File: src/hdl/free_block_list_fit_search_macros.svh
// Assertion macros shared by the RTL of the free block list.
// Needs clk_i and rst_ni in the scope where a macro is used.
`ifndef FREE_BLOCK_LIST_FIT_SEARCH_MACROS_SVH
`define FREE_BLOCK_LIST_FIT_SEARCH_MACROS_SVH

// Same-cycle implication, checked outside reset.
`define FBL_ASSERT_IMPL(lbl, ante, cons) \
  lbl: assert property (@(posedge clk_i) disable iff (!rst_ni) (ante) |-> (cons)) \
    else $error("free block list: assertion failed");

// Next-cycle implication, checked outside reset.
`define FBL_ASSERT_NEXT(lbl, ante, cons) \
  lbl: assert property (@(posedge clk_i) disable iff (!rst_ni) (ante) |=> (cons)) \
    else $error("free block list: assertion failed");

`endif

File: src/hdl/fbl_pkg.sv
// Types, codes and the controller/datapath interface of the free block list.
// Used by fbl_ctrl, fbl_dp and free_block_list_fit_search; no dependencies.
`default_nettype none

package fbl_pkg;

  localparam int TABLE_DEPTH_DEF = 64;

  localparam logic [2:0] CMD_APPEND    = 3'd0;
  localparam logic [2:0] CMD_INSERT    = 3'd1;
  localparam logic [2:0] CMD_FIRST_FIT = 3'd2;
  localparam logic [2:0] CMD_BEST_FIT  = 3'd3;
  localparam logic [2:0] CMD_FIND_ADDR = 3'd4;
  localparam logic [2:0] CMD_REMOVE    = 3'd5;
  localparam logic [2:0] CMD_SHRINK    = 3'd6;
  localparam logic [2:0] CMD_READ      = 3'd7;

  localparam logic [1:0] ST_OK       = 2'd0;
  localparam logic [1:0] ST_FULL     = 2'd1;
  localparam logic [1:0] ST_NOTFOUND = 2'd2;
  localparam logic [1:0] ST_BADINDEX = 2'd3;

  typedef struct packed {
    logic [2:0]  cmd;
    logic [31:0] block_address;
    logic [31:0] block_size;
    logic [31:0] request_size;
    logic [5:0]  entry_index;
  } in_t;

  typedef struct packed {
    logic [1:0]  status;
    logic [5:0]  found_index;
    logic [31:0] found_address;
    logic [31:0] found_size;
    logic [6:0]  entry_count;
  } out_t;

  typedef struct packed {
    logic [31:0] addr;
    logic [31:0] size;
  } entry_t;

  typedef enum logic [1:0] {RD_PTR, RD_PREV, RD_NEXT} rd_sel_e;
  typedef enum logic [1:0] {WR_RD, WR_ITEM, WR_SHRUNK} wr_sel_e;
  typedef enum logic [2:0] {RES_ERR, RES_RD, RES_ITEM, RES_SHRUNK, RES_BEST} res_sel_e;

  // Controller to datapath.
  typedef struct packed {
    logic       load_item;
    logic       ptr_clr;
    logic       ptr_inc;
    logic       ptr_dec;
    logic       ptr_ld_cnt;
    logic       ptr_ld_idx;
    logic       pos_ld;
    logic       best_clr;
    logic       best_ld;
    logic       rd_en;
    rd_sel_e    rd_sel;
    logic       wr_en;
    wr_sel_e    wr_sel;
    logic       cnt_inc;
    logic       cnt_dec;
    logic       res_ld;
    res_sel_e   res_sel;
    logic [1:0] res_status;
    logic       out_ld;
  } fbl_cmd_t;

  // Datapath to controller.
  typedef struct packed {
    logic [2:0] cmd;
    logic       full;
    logic       idx_bad;
    logic       ptr_end;
    logic       ptr_gt_pos;
    logic       pull_end;
    logic       addr_lt;
    logic       addr_eq;
    logic       size_fit;
    logic       size_better;
    logic       shrink_bad;
    logic       hit;
  } fbl_stat_t;

endpackage

`default_nettype wire

File: src/hdl/fbl_ctrl.sv
// Controller of the free block list: sequences memory walks per command
// and owns the handshakes. Depends on fbl_pkg.
`default_nettype none

module fbl_ctrl (
  input  wire logic              clk_i,
  input  wire logic              rst_ni,
  input  wire logic              in_valid_i,
  output logic                   in_stall_o,
  output logic                   out_valid_o,
  input  wire logic              out_stall_i,
  input  wire fbl_pkg::fbl_stat_t stat_i,
  output fbl_pkg::fbl_cmd_t      cmd_o
);
  import fbl_pkg::*;

  localparam logic [3:0] S_IDLE     = 4'd0;
  localparam logic [3:0] S_DISPATCH = 4'd1;
  localparam logic [3:0] S_SCAN_RD  = 4'd2;
  localparam logic [3:0] S_SCAN_EV  = 4'd3;
  localparam logic [3:0] S_SHIFT_RD = 4'd4;
  localparam logic [3:0] S_SHIFT_WR = 4'd5;
  localparam logic [3:0] S_PUT      = 4'd6;
  localparam logic [3:0] S_IDX_RD   = 4'd7;
  localparam logic [3:0] S_IDX_EV   = 4'd8;
  localparam logic [3:0] S_PULL_RD  = 4'd9;
  localparam logic [3:0] S_PULL_WR  = 4'd10;
  localparam logic [3:0] S_FIN      = 4'd11;

  logic [3:0] state_q, state_d;
  logic       out_valid_q, out_valid_d;
  fbl_cmd_t   c;

  always_comb begin
    state_d      = state_q;
    c.load_item  = 1'b0;
    c.ptr_clr    = 1'b0;
    c.ptr_inc    = 1'b0;
    c.ptr_dec    = 1'b0;
    c.ptr_ld_cnt = 1'b0;
    c.ptr_ld_idx = 1'b0;
    c.pos_ld     = 1'b0;
    c.best_clr   = 1'b0;
    c.best_ld    = 1'b0;
    c.rd_en      = 1'b0;
    c.rd_sel     = RD_PTR;
    c.wr_en      = 1'b0;
    c.wr_sel     = WR_RD;
    c.cnt_inc    = 1'b0;
    c.cnt_dec    = 1'b0;
    c.res_ld     = 1'b0;
    c.res_sel    = RES_ERR;
    c.res_status = ST_OK;
    c.out_ld     = 1'b0;

    case (state_q)
      S_IDLE: begin
        if (in_valid_i) begin
          c.load_item = 1'b1;
          state_d     = S_DISPATCH;
        end
      end
      S_DISPATCH: begin
        case (stat_i.cmd)
          CMD_APPEND, CMD_INSERT: begin
            if (stat_i.full) begin
              c.res_ld     = 1'b1;
              c.res_status = ST_FULL;
              state_d      = S_FIN;
            end else if (stat_i.cmd == CMD_APPEND) begin
              c.ptr_ld_cnt = 1'b1;
              state_d      = S_PUT;
            end else begin
              c.ptr_clr = 1'b1;
              state_d   = S_SCAN_RD;
            end
          end
          CMD_FIRST_FIT, CMD_BEST_FIT, CMD_FIND_ADDR: begin
            c.ptr_clr  = 1'b1;
            c.best_clr = 1'b1;
            state_d    = S_SCAN_RD;
          end
          default: begin
            if (stat_i.idx_bad) begin
              c.res_ld     = 1'b1;
              c.res_status = ST_BADINDEX;
              state_d      = S_FIN;
            end else begin
              c.ptr_ld_idx = 1'b1;
              state_d      = S_IDX_RD;
            end
          end
        endcase
      end
      S_SCAN_RD: begin
        if (!stat_i.ptr_end) begin
          c.rd_en = 1'b1;
          state_d = S_SCAN_EV;
        end else if (stat_i.cmd == CMD_INSERT) begin
          c.pos_ld     = 1'b1;
          c.ptr_ld_cnt = 1'b1;
          state_d      = S_SHIFT_RD;
        end else if (stat_i.cmd == CMD_BEST_FIT && stat_i.hit) begin
          c.res_ld  = 1'b1;
          c.res_sel = RES_BEST;
          state_d   = S_FIN;
        end else begin
          c.res_ld     = 1'b1;
          c.res_status = ST_NOTFOUND;
          state_d      = S_FIN;
        end
      end
      S_SCAN_EV: begin
        case (stat_i.cmd)
          CMD_INSERT: begin
            if (stat_i.addr_lt) begin
              c.ptr_inc = 1'b1;
              state_d   = S_SCAN_RD;
            end else begin
              c.pos_ld     = 1'b1;
              c.ptr_ld_cnt = 1'b1;
              state_d      = S_SHIFT_RD;
            end
          end
          CMD_FIRST_FIT, CMD_FIND_ADDR: begin
            if ((stat_i.cmd == CMD_FIRST_FIT) ? stat_i.size_fit : stat_i.addr_eq) begin
              c.res_ld  = 1'b1;
              c.res_sel = RES_RD;
              state_d   = S_FIN;
            end else begin
              c.ptr_inc = 1'b1;
              state_d   = S_SCAN_RD;
            end
          end
          default: begin
            c.best_ld = stat_i.size_fit && stat_i.size_better;
            c.ptr_inc = 1'b1;
            state_d   = S_SCAN_RD;
          end
        endcase
      end
      S_SHIFT_RD: begin
        if (stat_i.ptr_gt_pos) begin
          c.rd_en  = 1'b1;
          c.rd_sel = RD_PREV;
          state_d  = S_SHIFT_WR;
        end else begin
          state_d = S_PUT;
        end
      end
      S_SHIFT_WR: begin
        c.wr_en   = 1'b1;
        c.ptr_dec = 1'b1;
        state_d   = S_SHIFT_RD;
      end
      S_PUT: begin
        c.wr_en   = 1'b1;
        c.wr_sel  = WR_ITEM;
        c.cnt_inc = 1'b1;
        c.res_ld  = 1'b1;
        c.res_sel = RES_ITEM;
        state_d   = S_FIN;
      end
      S_IDX_RD: begin
        c.rd_en = 1'b1;
        state_d = S_IDX_EV;
      end
      S_IDX_EV: begin
        c.res_ld = 1'b1;
        case (stat_i.cmd)
          CMD_REMOVE: begin
            c.res_sel = RES_RD;
            state_d   = S_PULL_RD;
          end
          CMD_SHRINK: begin
            if (stat_i.shrink_bad) begin
              c.res_status = ST_BADINDEX;
            end else begin
              c.wr_en   = 1'b1;
              c.wr_sel  = WR_SHRUNK;
              c.res_sel = RES_SHRUNK;
            end
            state_d = S_FIN;
          end
          default: begin
            c.res_sel = RES_RD;
            state_d   = S_FIN;
          end
        endcase
      end
      S_PULL_RD: begin
        if (stat_i.pull_end) begin
          c.cnt_dec = 1'b1;
          state_d   = S_FIN;
        end else begin
          c.rd_en  = 1'b1;
          c.rd_sel = RD_NEXT;
          state_d  = S_PULL_WR;
        end
      end
      S_PULL_WR: begin
        c.wr_en   = 1'b1;
        c.ptr_inc = 1'b1;
        state_d   = S_PULL_RD;
      end
      S_FIN: begin
        if (!out_valid_q || !out_stall_i) begin
          c.out_ld = 1'b1;
          state_d  = S_IDLE;
        end
      end
      default: begin
        state_d = S_IDLE;
      end
    endcase
  end

  always_comb begin
    if (c.out_ld) begin
      out_valid_d = 1'b1;
    end else if (out_valid_q && !out_stall_i) begin
      out_valid_d = 1'b0;
    end else begin
      out_valid_d = out_valid_q;
    end
  end

  always_ff @(posedge clk_i or negedge rst_ni) begin
    if (!rst_ni) begin
      state_q     <= S_IDLE;
      out_valid_q <= 1'b0;
    end else begin
      state_q     <= state_d;
      out_valid_q <= out_valid_d;
    end
  end

  assign cmd_o       = c;
  assign in_stall_o  = (state_q != S_IDLE);
  assign out_valid_o = out_valid_q;

endmodule

`default_nettype wire

File: config.mk
export PLATFORM = sky130hd
export DESIGN_NAME = fbl_ctrl
export DESIGN_NICKNAME = d
export VERILOG_FILES = /design/src/hdl/free_block_list_fit_search_macros.svh /design/src/hdl/fbl_pkg.sv /design/src/hdl/fbl_ctrl.sv
export SDC_FILE = /design/constraint.sdc
export NUM_CORES = 1
export LEC_CHECK = 0
export BUFFER_PORTS_ARGS = -buffer_cell sky130_fd_sc_hd__buf_2
export CAP_MARGIN = 25
export CORE_MARGIN = 8
export CORE_UTILIZATION = 35
export CTS_CLUSTER_SIZE = 8
export DETAILED_ROUTE_END_ITERATION = 6
export GPL_TIMING_DRIVEN = 1
export HOLD_SLACK_MARGIN = 0.03
export REMOVE_ABC_BUFFERS = 1
export SLEW_MARGIN = 30
export SYNTH_ARGS = -nofsm -noshare
export SYNTH_HDL_FRONTEND = slang
export SYNTH_SLANG_ARGS = --single-unit
File: constraint.sdc
create_clock -name clk_i -period 2.35 [get_ports clk_i]
set_clock_uncertainty 0.05 [all_clocks]
set_input_delay 0.235 -clock clk_i [delete_from_list [all_inputs] [get_ports clk_i]]
set_output_delay 0.235 -clock clk_i [all_outputs]
set_load 0.02 [all_outputs]
# Word-level counts from Yosys, hierarchy flattened
# Index checks and enable logic that the tools add are counted.
[totals]
elab_cells = 117
out_inout_bits = 26
reg_bits = 5
[classes]
n_mux = 78
eq_ne = 19
reduce_logical = 18
[op_table]
columns = ["op", "count"]
rows = [
  ["one-hot mux 4 bit (12 select lines)", 1],
  ["2-to-1 mux 4 bit", 9],
  ["2-to-1 mux 1 bit", 35],
  ["2-to-1 mux 3 bit", 7],
  ["== test 4 x 3 -> 1 bit (second input constant)", 4],
  ["== test 4 bit (second input constant)", 4],
  ["2-to-1 mux 2 bit", 8],
  ["one-hot mux 4 bit (2 select lines)", 2],
  ["2-to-1 mux 6 bit", 2],
  ["one-hot mux 1 bit (2 select lines)", 6],
  ["one-hot mux 2 bit (2 select lines)", 3],
  ["one-hot mux 3 bit (4 select lines)", 1],
  ["== test 3 bit (second input constant)", 3],
  ["OR reduction 3 bit", 3],
  ["== test 4 x 2 -> 1 bit (second input constant)", 2],
  ["one-hot mux 1 bit (4 select lines)", 2],
  ["== test 3 x 2 -> 1 bit (second input constant)", 2],
  ["one-hot mux 2 bit (3 select lines)", 1],
  ["OR reduction 2 bit", 3],
  ["OR reduction 5 bit", 1],
  ["== test 4 x 1 -> 1 bit (second input constant)", 1],
  ["zero test 4 bit", 1],
  ["!= test 2 bit (second input constant)", 2],
  ["nonzero test 4 bit", 1],
  ["8 further kinds", 11],
]

# Depth between registers and ports, before layout
# Gate-level depths: netlist (run 1).
[depth]
word_depth = 6
ltp_mapped = 5
depth_no_buf = 4

# Worst setup path after synthesis (run 1)
# No wires, ideal clock.
[synth_path]
kind = "register to output"
start = "reg state_q[3]"
end = "out cmd_o[15] (netlist bit)"
required_time_ns = 2.065
path_stages_with_launch = 4
path_slack_ns = 0.218
arrival_time_ns = 1.847
n_path_buf = 0
path_cell_list = "dfrtp_1 -> nor2_2 -> nand3_1 -> a2111oi_0"
[synth_rtl]
columns = ["element", "line_no", "source"]
rows = [
  ["start: declaration", "fbl_ctrl.sv:30", "logic [3:0] state_q, state_d;"],
  ["start signal: assignment", "fbl_ctrl.sv:233", "state_q <= state_d;"],
  ["end: declaration", "fbl_ctrl.sv:13", "output fbl_pkg::fbl_cmd_t cmd_o"],
]

==> results of run 1 <==
synth_stat cells (2+ instances only):
cell type / count
and4bb_1: 2
nand2_1: 14
buf_4: 3
a2bb2oi_1: 2
a31oi_1: 4
a21oi_1: 7
dfrtp_1: 5
o21a_1: 4
o21ai_0: 5
o21ai_1: 2
nor3_1: 10
and3_1: 3
nand3b_1: 2
nand2b_1: 5
buf_2: 7
nand3_1: 7
nor2_1: 10
nor2b_1: 3
nor3b_1: 2
inv_1: 6
nor4_1: 2
report_power, final:
part	leakage [nW]	switching [mW]	total [mW]	internal, mW
logic	0.462	0.488	0.818	0.331
clock network	0.0150	0.0293	0.0931	0.0638
registers	0.0629	0.131	0.256	0.126
total	0.540	0.648	1.17	0.520
state kept, by name (all words and copies together), names as in the netlist:
register     flops
state_q          4
out_valid_o      1
worst paths after layout:
| path | from | endpoint | depth (start not counted) |
|---|---|---|---|
| max | state_q[0] | cmd_o[4] | 5 |
| min | out_stall_i | out_valid_o | 3 |
| max reg2reg | state_q[0] | state_q[0] | 4 |
| min reg2reg | out_valid_o | out_valid_o | 2 |
| max in group asynchronous | rst_ni | state_q[2] | 2 |
| min in group asynchronous | rst_ni | out_valid_o | 2 |
final cells by class:
cell class / count / area [um2] / share of cell area [%]
clock buffers: 4 / 26.28 / 2.468
well taps: 28 / 35.03 / 3.290
flip-flops and latches: 5 / 125.1 / 11.75
repair buffers: 46 / 240.2 / 22.56
inverters: 6 / 22.52 / 2.115
multi-input cells: 102 / 615.6 / 57.81
layer usage:
metal | global-route usage (%) | share of wire [%]
met1 | 15.88 | 45
met2 | 19.75 | 50
met3 | 1.718 | 4.8
met4 | 3.270 | 0
met5 | 0 | 0
layout by cell type, fill, tap and decap left out, types with 2 or more instances in the layout:
cell,Yosys,routed
buf_2,7,43
nand2_1,14,14
nor3_1,10,10
nor2_1,10,10
a21oi_1,7,7
nand3_1,7,7
inv_1,6,6
nand2b_1,5,5
o21ai_0,5,5
dfrtp_1,5,5
o21a_1,4,4
a31oi_1,4,4
nor2b_1,3,3
and3_1,3,3
clkbuf_4,0,3
nor3b_1,2,2
and4bb_1,2,2
o21ai_1,2,2
a2bb2oi_1,2,2
nor4_1,2,2
nand3b_1,2,2
buf_4,3,2
cell families (layout without fill, tap and decap cells):
kind of cell           count (synthesis)  count (layout)  synth area share (%)
muxes                                  1               1                 1.203
buffers and inverters                 17              56                 10.98
AOI/OAI and AO/OA                     34              34                 27.07
DFF                                    5               5                 15.04
and+or+nand+nor                       67              67                 45.71
timing repair:
item,in CTS,in global routing
hold buffers,1,0
gates resized for setup,0,0
endpoints found under the setup margin,0,0
hold endpoints to repair,5,0
worst max-delay path: cells and delay by family, from the launching register on:
family	cells	cell delay [ns]
buffers and inverters	1	0.16
flip-flops	1	0.54
AND/OR/NAND/NOR	4	0.95
==> results.sh, run 1 <==
export IMPL_synth_main_ff_cell="dfrtp_1"
export IMPL_stdcell_area_um2=1065
export IMPL_cts_max_path_buffers=2
export IMPL_syn_to_final_growth_pct=27.97
export IMPL_die_x_um=64.76
export IMPL_drv_slew=0
export IMPL_core_area_um2=2233
export IMPL_synth_edff_count=0
export IMPL_ys_top_cells_by_area="dfrtp_1 (15%), nand2_1 (6.3%), nor3_1 (6.0%)"
export IMPL_dr_pass1_iters=4
export IMPL_syn_area_per_cell_um2=6.710
export IMPL_relSlewSlack_pct=65.70
export IMPL_status="completed"
export IMPL_vdd_ir_drop_max_uv=692.5
export IMPL_critPathMaxFanout=16
export IMPL_dp_slack_ns=0.4302
export IMPL_io_buffers=43
export IMPL_initial_core_util_pct=37.25
export IMPL_synth_area_um2=832.0
export IMPL_antennaDiodeCount=0
export IMPL_grt_overflow=0
export IMPL_drive_gt1_share_pct=31.90
export IMPL_worst_path_max_delay_cell="dfrtp_1"
export IMPL_drt_iter0_markers=46
export IMPL_start_kind="flip-flop"
export IMPL_wire_per_inst_um=13.87
export IMPL_grt_max_degree=18
export IMPL_nets=182
export IMPL_pin_count=44
export IMPL_cts_setup_buffers=0
export IMPL_cp_arrival_ns=1.88
export IMPL_max_freq_ghz=0.4622
export IMPL_ant_nets=0
export IMPL_place_gp_congestion=0.8416
export IMPL_grt_total_usage_pct=12.01
export IMPL_hold_slack_ns=0.2742
export IMPL_end_kind="primary output"
export IMPL_setup_ws_ns=0.1866
export IMPL_post_route_min_period_ns=2.163
export IMPL_design_die_area_um2=4193
export IMPL_tns_ns=0
export IMPL_wirelength_um=2650
export IMPL_async_flop_share_pct=100.0
export IMPL_ys_ff_latch=5
export IMPL_power_mw=1.168
export IMPL_final_util_pct=47.68
export IMPL_hold_class="in2reg"
export IMPL_grt_pass1_wl_um=4353
export IMPL_rsz0062_at_grt="no"
export IMPL_synth_top_cell_area_share_pct=15.04
export IMPL_place_hpwl_um=2212
export IMPL_cts_tree="yes"
export IMPL_r2r_slack_ns=0.70
export IMPL_final_cell_count_no_fill=191
export IMPL_required_ns=2.07
export IMPL_clk_latency_ns=0.23
export IMPL_cts_max_level=1
export IMPL_setup_violations=0
export IMPL_die_y_um=64.76
export IMPL_synth_distinct_cells=40
export IMPL_clockRootBuffer="clkbuf_4"
export IMPL_synth_cells=124
export IMPL_worst_slew_pin_transition_ns=0.5145
export IMPL_maxCapViolCount=0
export IMPL_critical_path_class="reg2out"
export IMPL_place_detailed_instances=186
export IMPL_cts_sinks=5
export IMPL_clk_pin_slew_ns=0.04
export IMPL_rows=17
export IMPL_ys_seq_area_share_pct=15.04
export IMPL_dpl_cell_area_um2=1028
export IMPL_finalHoldViolations=0
export IMPL_routed_via_density=5.440
export IMPL_grt_pass1_vias=966
export IMPL_min_period_over_period_pct=92.06
export IMPL_cts_buffers=3
export IMPL_dr_total_vias=1039
export IMPL_power_density_nw_per_um2=1097
export IMPL_yosys_warnings=0
export IMPL_antenna_found_initial=0
export IMPL_leakage_nw=0.5398
export IMPL_n_fill_cell=245
export IMPL_path_cells="nor2_1, nand2_1, or3_1, nand2b_1, buf_2"
export IMPL_critical_path_max_stage_delay_ns=0.54
export IMPL_drc=0
export IMPL_synth_top_cell_by_area="dfrtp_1"
(Power assumes the default switching activity.)
==> inputs of run 2 (changes only) <==
- CORE_ASPECT_RATIO: unset -> 1.1
==> run 2 against run 1 <==
Non-clock buffer count stayed put. Critical endpoint is now cmd_o[6]. Sequential power hardly changed. Largest cell class unchanged. Cell count is 1.0% higher. First-iteration DRC count is 22% lower. Register-to-register slack worse by 0.09 ns. Total power is 0.19% higher. Sequential share of layout area hardly changed. Largest power group unchanged. Via count hardly changed. Combinational power hardly changed. Core utilization is 0.29 points lower.
==> results.sh, run 2 (synthesized netlist as in run 1, its figures left out) <==
export IMPL_switchingPower_uw=649.8
export IMPL_status="completed"
export IMPL_leakage_nw=0.5398
export IMPL_drt_iter0_markers=36
export IMPL_place_gp_congestion=0.8831
export IMPL_critical_path_class="reg2out"
export IMPL_dr_total_vias=1040
export IMPL_grt_total_usage_pct=12.22
export IMPL_netSwitchingFraction_pct=55.53
export IMPL_tns_ns=0
export IMPL_grt_max_degree=18
export IMPL_routed_via_density=5.389
export IMPL_relSlewSlack_pct=65.20
export IMPL_final_cell_mix="buf_2 (43), nand2_1 (14), nor3_1 (10), nor2_1 (10)"
export IMPL_path_cells="nor4b_4, nand3_1, o21a_1, o211ai_1, buf_2"
export IMPL_clk_pin_slew_ns=0.04
export IMPL_cts_max_path_buffers=2
export IMPL_grt_overflow=0
export IMPL_largest_register_ffs=4
export IMPL_power_frac_clock_pct=8.4
export IMPL_worst_slew_pin_transition_ns=0.5221
export IMPL_cts_max_level=1
export IMPL_dr_pass1_iters=4
export IMPL_vdd_ir_drop_max_uv=602.7
export IMPL_grt_pass1_wl_um=4326
export IMPL_power_internal_uw=520.3
export IMPL_die_x_um=62.49
export IMPL_design_die_area_um2=4195
export IMPL_end_kind="primary output"
export IMPL_max_freq_ghz=0.4619
export IMPL_p_comb_share_pct=69.9
export IMPL_hold_class="in2reg"
export IMPL_cts_sinks=5
export IMPL_power_mw=1.170
export IMPL_setup_ws_ns=0.1850
export IMPL_setup_violations=0
export IMPL_place_hpwl_um=2204
export IMPL_cts_tree="yes"
export IMPL_dp_slack_ns=0.4350
export IMPL_cp_arrival_ns=1.88
export IMPL_rsz0062_at_grt="no"
export IMPL_initial_core_util_pct=36.94
export IMPL_ant_nets=0
export IMPL_min_period_over_period_pct=92.13
export IMPL_nets=182
export IMPL_power_density_nw_per_um2=1096
export IMPL_cts_repair_resized=0
export IMPL_final_util_pct=47.39
export IMPL_pin_count=44
export IMPL_maxCapViolCount=0
export IMPL_clk_latency_ns=0.24
export IMPL_drc=0
export IMPL_drv_slew=0
export IMPL_grt_pass1_vias=999
export IMPL_seq_power_share_pct=21.7
export IMPL_wire_per_inst_um=13.82
export IMPL_finalHoldViolations=0
export IMPL_post_route_min_period_ns=2.165
export IMPL_regMostFlops="state_q"
export IMPL_clockRootBuffer="clkbuf_4"
export IMPL_layout_commonest_cell="buf_2"
export IMPL_die_y_um=67.14
export IMPL_core_area_um2=2252
export IMPL_critPathMaxFanout=15
export IMPL_antennaDiodeCount=0
export IMPL_worst_path_max_delay_cell="dfrtp_1"
export IMPL_critical_path_max_stage_delay_ns=0.63
export IMPL_rows=18
export IMPL_hold_slack_ns=0.2409
export IMPL_wirelength_um=2668
export IMPL_io_buffers=43
export IMPL_syn_to_final_growth_pct=28.27
export IMPL_required_ns=2.07
export IMPL_cts_buffers=3
export IMPL_drive_gt1_share_pct=31.90
export IMPL_antenna_found_initial=0
export IMPL_start_kind="flip-flop"
-- run 2: path summary, 6_finish.rpt --
| kind | from | endpoint | slack [ns] | depth (start not counted) |
|---|---|---|---|---|
| setup reg to reg | state_q[0] | state_q[0] | 0.61 | 5 |
| hold reg to reg | out_valid_o | out_valid_o | 0.51 | 2 |
| max in group asynchronous | rst_ni | state_q[3] | 1.82 | 2 |
| setup / recovery | state_q[0] | cmd_o[6] | 0.18 | 5 |
| hold / removal | out_stall_i | out_valid_o | 0.24 | 3 |
| min in group asynchronous | rst_ni | out_valid_o | 0.30 | 2 |
-- run 2: worst max-delay path: cells and delay by family (launching register included) --
| kind | cells | cell delay (ns) |
|---|---|---|
| AND/OR/NAND/NOR | 2 | 0.55 |
| flip-flops | 1 | 0.63 |
| buffers and inverters | 1 | 0.19 |
| AO/OA/AOI/OAI | 2 | 0.27 |
-- run 2: stage by stage --
step / std cells / instance area, um2
2_1_floorplan: 113 / 763.2
3_3_place_gp: 188 / 1031
3_5_place_dp: 188 / 1031
4_1_cts: 193 / 1067
5_1_grt: 193 / 1067
6_report: 193 / 1067
-- run 2: power groups by stage --
stage               sequential, mW  combinational (mW)  clock (mW)
floorplan                    0.254               0.543           0
global placement             0.253               0.823           0
detailed placement           0.253               0.820           0
CTS                          0.250               0.825       0.104
global route                 0.270               0.896       0.107
finish                       0.253               0.818      0.0984
-- run 2: what timing repair did --
| item | in CTS | in global routing |
|---|---|---|
| hold endpoints to repair | 5 | 0 |
| setup buffers | 0 | 0 |
| hold buffers | 1 | 0 |
-- run 2: area by class of cell --
type                       count  area (um2)
fill                         259        1185
multi-input combinational    102       615.6
timing repair buffer          46       240.2
sequential                     5       125.1
tap                           30       37.54
clock buffer                   4       26.28
inverter                       6       22.52
-- run 2: per-layer routing --
metal	track usage, %	up-vias	part of all wire, %
met3	3.311	2	6.1
met1	14.59	472	44
li1	-	531	-
met4	3.704	0	0.79
met5	0	-	0
met2	21.22	35	49
